[src/design/asr_pkg.sv]
// Shared types and codes for the allocation size registry.
package asr_pkg;

   localparam int FIELD_W = 48;

   localparam logic [1:0] KIND_REGISTER   = 2'd0;
   localparam logic [1:0] KIND_UNREGISTER = 2'd1;
   localparam logic [1:0] KIND_LOOKUP     = 2'd2;

   typedef enum logic [1:0] {
      STATUS_OK        = 2'd0,
      STATUS_NULL      = 2'd1,
      STATUS_NOT_FOUND = 2'd2,
      STATUS_FULL      = 2'd3
   } status_type;

   typedef struct packed {
      logic [1:0]         kind;
      logic [FIELD_W-1:0] address;
      logic [FIELD_W-1:0] alloc_size;
   } req_type;

   typedef struct packed {
      logic [1:0]         status;
      logic [FIELD_W-1:0] found_size;
   } rsp_type;

   typedef enum logic [2:0] {
      ST_IDLE,
      ST_DECODE,
      ST_SCAN,
      ST_READ_LAST,
      ST_MOVE
   } state_type;

   typedef struct packed {
      logic       load_req;
      logic       scan_start;
      logic       scan_run;
      logic       read_last;
      logic       write_append;
      logic       write_move;
      logic       latch_pos;
      logic       respond;
      status_type rsp_status;
      logic       rsp_found;
   } cmd_type;

   typedef struct packed {
      logic [1:0] kind;
      logic       key_zero;
      logic       size_zero;
      logic       full;
      logic       empty;
      logic       hit;
      logic       scan_last;
   } dp_status_type;

endpackage

[src/design/asr_ctrl.sv]
// Controller state machine of the allocation size registry.
module asr_ctrl (
   input  logic                   clock,
   input  logic                   reset,
   input  logic                   start,
   output logic                   busy,
   input  asr_pkg::dp_status_type sts,
   output asr_pkg::cmd_type       cmd
);

   asr_pkg::state_type state_ff, state_in;

   always_ff @(posedge clock) begin
      if (reset) begin
         state_ff <= asr_pkg::ST_IDLE;
      end else begin
         state_ff <= state_in;
      end
   end

   always_comb begin
      state_in       = state_ff;
      cmd            = '0;
      cmd.rsp_status = asr_pkg::STATUS_NULL;
      cmd.scan_run   = (state_ff == asr_pkg::ST_SCAN);
      case (state_ff)
         asr_pkg::ST_IDLE: begin
            if (start) begin
               cmd.load_req = 1'b1;
               state_in     = asr_pkg::ST_DECODE;
            end
         end
         asr_pkg::ST_DECODE: begin
            state_in = asr_pkg::ST_IDLE;
            if (sts.kind == asr_pkg::KIND_REGISTER) begin
               cmd.respond = 1'b1;
               if (sts.key_zero || sts.size_zero) begin
                  cmd.rsp_status = asr_pkg::STATUS_NULL;
               end else if (sts.full) begin
                  cmd.rsp_status = asr_pkg::STATUS_FULL;
               end else begin
                  cmd.write_append = 1'b1;
                  cmd.rsp_status   = asr_pkg::STATUS_OK;
               end
            end else if (sts.kind == asr_pkg::KIND_UNREGISTER ||
                         sts.kind == asr_pkg::KIND_LOOKUP) begin
               if (sts.key_zero) begin
                  cmd.respond    = 1'b1;
                  cmd.rsp_status = asr_pkg::STATUS_NULL;
               end else if (sts.empty) begin
                  cmd.respond    = 1'b1;
                  cmd.rsp_status = asr_pkg::STATUS_NOT_FOUND;
               end else begin
                  cmd.scan_start = 1'b1;
                  state_in       = asr_pkg::ST_SCAN;
               end
            end else begin
               cmd.respond    = 1'b1;
               cmd.rsp_status = asr_pkg::STATUS_NULL;
            end
         end
         asr_pkg::ST_SCAN: begin
            if (sts.hit) begin
               if (sts.kind == asr_pkg::KIND_LOOKUP) begin
                  cmd.respond    = 1'b1;
                  cmd.rsp_found  = 1'b1;
                  cmd.rsp_status = asr_pkg::STATUS_OK;
                  state_in       = asr_pkg::ST_IDLE;
               end else begin
                  cmd.latch_pos = 1'b1;
                  state_in      = asr_pkg::ST_READ_LAST;
               end
            end else if (sts.scan_last) begin
               cmd.respond    = 1'b1;
               cmd.rsp_status = asr_pkg::STATUS_NOT_FOUND;
               state_in       = asr_pkg::ST_IDLE;
            end
         end
         asr_pkg::ST_READ_LAST: begin
            cmd.read_last = 1'b1;
            state_in      = asr_pkg::ST_MOVE;
         end
         asr_pkg::ST_MOVE: begin
            cmd.write_move = 1'b1;
            cmd.respond    = 1'b1;
            cmd.rsp_status = asr_pkg::STATUS_OK;
            state_in       = asr_pkg::ST_IDLE;
         end
         default: begin
            state_in = asr_pkg::ST_IDLE;
         end
      endcase
   end

   assign busy = (state_ff != asr_pkg::ST_IDLE);

endmodule

[config.mk]
export PLATFORM = sky130hd
export DESIGN_NAME = asr_ctrl
export DESIGN_NICKNAME = d
export VERILOG_FILES = /design/src/design/asr_pkg.sv /design/src/design/asr_ctrl.sv
export SDC_FILE = /design/constraint.sdc
export NUM_CORES = 1
export LEC_CHECK = 0
export BUFFER_PORTS_ARGS = -buffer_cell sky130_fd_sc_hd__buf_2
export CORE_AREA = 2 2 39 41
export DETAILED_ROUTE_END_ITERATION = 7
export DIE_AREA = 0 0 41 43
export SLEW_MARGIN = 20
export SYNTH_ARGS = -nofsm -noshare
export SYNTH_HDL_FRONTEND = slang
export SYNTH_SLANG_ARGS = --single-unit
[constraint.sdc]
create_clock -name clock -period 1.74 [get_ports clock]
set_input_delay 0.348 -clock clock [delete_from_list [all_inputs] [get_ports clock]]
set_output_delay 0.348 -clock clock [all_outputs]
set_load 0.05 [all_outputs]
* After elaboration in Yosys (flattened, before gate mapping) *
Index checks and enable logic that the tools add are counted.

storage, ports and cells
  register bits after elaboration = 3

operators by class
  eq/ne operators = 8
  mux-type cells = 37
  reductions and logical operators = 6

operators by type and width
  cell                                                  number
  two-way mux 3 bit                                     9
  two-way mux 1 bit                                     18
  two-way mux 2 bit                                     7
  case mux 3 bit (4 select lines)                       1
  case mux 3 bit (3 select lines)                       1
  equality test 3 x 2 -> 1 bit (second input constant)  2
  two-way mux 4 bit                                     1
  equality test 3 x 1 -> 1 bit (second input constant)  1
  equality test 3 bit (second input constant)           1
  zero test 3 bit                                       1
  != test 3 bit (second input constant)                 1
  nonzero test 3 bit                                    1
  equality test 2 x 1 -> 1 bit (second input constant)  1
  equality test 2 bit (second input constant)           1
  zero test 2 bit                                       1
  logical OR 1 bit                                      2
  != test 2 bit (second input constant)                 1
  AND reduction 2 bit                                   1

* Longest topological paths before layout *
  depth after elaboration = 5
  mapped depth = 5
  gate-level depth less buffers = 5

* Worst setup path after synthesis *
No wires, ideal clock.

  path type = register to output
  from = reg state_ff[2]
  to = out cmd[1] in the netlist's numbering
  data arrival time = 2.343 ns
  data required time = 1.392 ns
  setup slack = -0.951 ns
  cell stages (with the launch flop) = 3
  path buffers = 0
  cells stage by stage = dfxtp_1 > nor3b_1 > a211oi_1

RTL lines
  what                      line            text
  start: declaration        asr_ctrl.sv:11  asr_pkg::state_type state_ff, state_in;
  start signal: assignment  asr_ctrl.sv:15  state_ff <= asr_pkg::ST_IDLE;
  start signal: assignment  asr_ctrl.sv:17  state_ff <= state_in;
  end: declaration          asr_ctrl.sv:8   output asr_pkg::cmd_type cmd

==> results.json <==
{
  "violations": "negative setup slack",
  "syn-cell-area_um2": 347,
  "fillCellCount": 110,
  "crit_cells": 6,
  "crit_path_end": "cmd[3]",
  "antenna_found_initial": 0,
  "start_util_pct": 25.0,
  "die_area_mm2": 0.00176,
  "hold_buffers": 0,
  "n_antenna_cell": 0,
  "cp_cell_sequence": "buf_8 -> inv_12 -> ha_4 -> or4b_4 -> a211o_4 -> buf_8",
  "avgSynthCellArea_um2": 8.25,
  "cp.required_ns": 1.39,
  "hp-class": "primary input to flop",
  "core_area_mm2": 0.00138,
  "worst-path-buf-inv": 3,
  "r2r_start": "state_ff[2]",
  "worst_pin_slew_ns": 0.311,
  "drcViolationCount": 0,
  "ys_ff_latch": 3,
  "synth_fp_nets": 56,
  "cp_max_fo": 3,
  "leakagePower_nw": 0.409,
  "clock_sinks": 3,
  "ff2ff_path_depth": 3,
  "yosysTopAreaCell": "dfxtp_1",
  "synth.most_common_cell": "inv_1",
  "post_dp_cell_area_um2": 661,
  "drv_cap": 0,
  "area_growth_pct": 147,
  "grt_pass1_vias": 443,
  "fin_crit_ns": 2.01,
  "crit_slowest_cell": "or4b_4",
  "critical-path-max-stage-delay_ns": 0.45,
  "grt_max_degree": 10,
  "ys.warnings.count": 0,
  "fin_area_um2": 856,
  "crit_family": "simple AND/OR/NAND/NOR gates",
  "via_per_inst": 4.79,
  "stdcell_count": 104,
  "peakVddDrop_v": 0.000255,
  "wire_per_inst_um": 12.3,
  "drt_iter0_drc": 0,
  "synth_ff_type": "dfxtp_1",
  "p_per_area_mw_per_mm2": 408,
  "ys_types": 24,
  "grt_pass1_wl_um": 1790,
  "portBuffers": 22,
  "vias": 498,
  "placedCellCount": 91,
  "overflow": 0,
  "synthArstFlopShare_pct": 0,
  "endpoint_kind": "output port",
  "synth.area.top_cells": "dfxtp_1 17%, ha_1 11%, or4b_1 8.7%, nor3b_2 7.2%, and2b_1 4.3%",
  "clock_skew_ns": 0.000901,
  "start_kind": "primary input",
  "holdWs_ns": 0.324,
  "synth_top_cells_by_count": "4 x inv_1, 3 x dfxtp_1, 3 x ha_1, 3 x or4b_1",
  "die_h_um": 43,
  "grt_setup_unrepaired": "true",
  "io-pin-count": 23,
  "dr.pass1.iters": 1,
  "grtUsageTotal_pct": 14.8,
  "largest_reg_flops": 3,
  "outcome": "finished, violations left",
  "setup_viol": 4,
  "worstSetupPathType": "primary input to output port",
  "root_buffer": "clkbuf_4",
  "cts_made_buffers": 3,
  "finalWirelength_um": 1280,
  "hold_violations": 0,
  "place_hpwl_um": 831,
  "cts_tree": "yes",
  "reg2reg_to": "state_ff[1]",
  "finalNetCount": 103,
  "synth-edff-count": 0,
  "path_clk_slew_ns": 0.04,
  "worstSetupStartpoint": "sts[6]",
  "worst_slack_ns": -0.275,
  "reg.largest.list": "state_ff (3)",
  "cts_buffer_depth": 2,
  "largest_register": "state_ff",
  "routabilityCongestion": 0.734,
  "ff_latch_area_um2": 71.3,
  "row_count": 14,
  "slew_viol_final": 0,
  "yosysSeqAreaShare_pct": 17.3,
  "power_mw": 0.349,
  "syn_inst": 42,
  "drtAntennaViolNets": 0,
  "max_freq_mhz": 496,
  "ctsHtreeMaxLevel": 1,
  "multiInputGateArea_um2": 378,
  "dieWidth_um": 41,
  "drive_above_1_share_pct": 79.5,
  "cpMostUsedCell": "buf_8",
  "post-route-period-util_pct": 116,
  "clock_latency_ns": 0.23,
  "slew_headroom_pct": 78.7,
  "synth_top_area_share_pct": 17.3,
  "r2r_slack_ns": 0.54,
  "arrival_ns": 1.67
}
[layout make-up]
type / instances / share of cell area (%)
multi-input combinational: 35 / 44.2
timing repair buffer: 42 / 38.3
sequential: 3 / 8.33
tap: 16 / 2.34
clock buffer: 4 / 3.07
inverter: 4 / 3.80
[layout by cell type, fill, tap and decap left out]
cell	Yosys	final
buf_4	0	21
buf_2	0	13
buf_6	0	4
buf_8	0	4
nor3b_4	0	3
o21ai_1	1	3
clkbuf_4	0	3
dfxtp_4	0	3
or4b_4	0	2
nand2b_1	2	2
nand3b_1	2	2
and2b_2	0	2
inv_1	4	2
ha_2	0	2
nand2_2	0	1
nor2_4	0	1
nor2b_4	0	1
mux2i_2	0	1
a211oi_4	0	1
inv_6	0	1
inv_12	0	1
a211o_4	0	1
and3b_1	1	1
or3_1	1	1
nor2_1	2	1
and3_4	0	1
and3_2	0	1
a32o_2	0	1
nor3_2	0	1
nor2b_1	2	1
a2111oi_0	1	1
or4b_1	3	1
nor4b_1	1	1
nand2_1	2	1
ha_4	0	1
clkbuf_1	0	1
[repair_timing]
item                                    in CTS  in global routing
endpoints found under the setup margin       6                  7
resized for setup                           24                 11
setup buffers                                5                  4
pin swaps                                    5                  5
[where the power goes]
group	switching (mW)	internal (mW)	total, mW
clock	0.0362	0.0860	0.122
combinational	0.0726	0.0834	0.156
sequential	0.00314	0.0676	0.0708
total	0.112	0.237	0.349
[cells by family after synthesis]
kind of cell | synth area share (%)
simple gates | 50.2
compound gates | 14.4
buf+inv | 4.33
fa+ha+maj | 10.8
flops | 17.3
mux | 2.89
[stage by stage]
step | utilization, % | TNS [ns] | setup slack (ns)
3_3_place_gp | 47.7 | -1.36 | -0.398
3_5_place_dp | 47.7 | -1.42 | -0.408
2_1_floorplan | - | -0.419 | -0.147
4_1_cts | 57.1 | -0.747 | -0.289
5_1_grt | 61.8 | -0.904 | -0.302
6_report | 61.8 | -0.719 | -0.275
[routing by layer]
metal | vias up | global-route usage, % | routed length (um)
met1 | 227 | 15.9 | 472
met3 | 2 | 4.71 | 109
met5 | - | 0 | 0
li1 | 248 | - | -
met2 | 21 | 25.9 | 690
met4 | 0 | 4.00 | 9
[worst min path at each step]
stage / from / endpoint / depth (start not counted)
final: reset / state_ff[2] / 2
after floorplan: reset / state_ff[2] / 1
after global routing: reset / state_ff[2] / 2
after CTS: reset / state_ff[2] / 2
after detailed placement: reset / state_ff[2] / 2
after global placement: reset / state_ff[2] / 2
(Power assumes the default switching activity.)
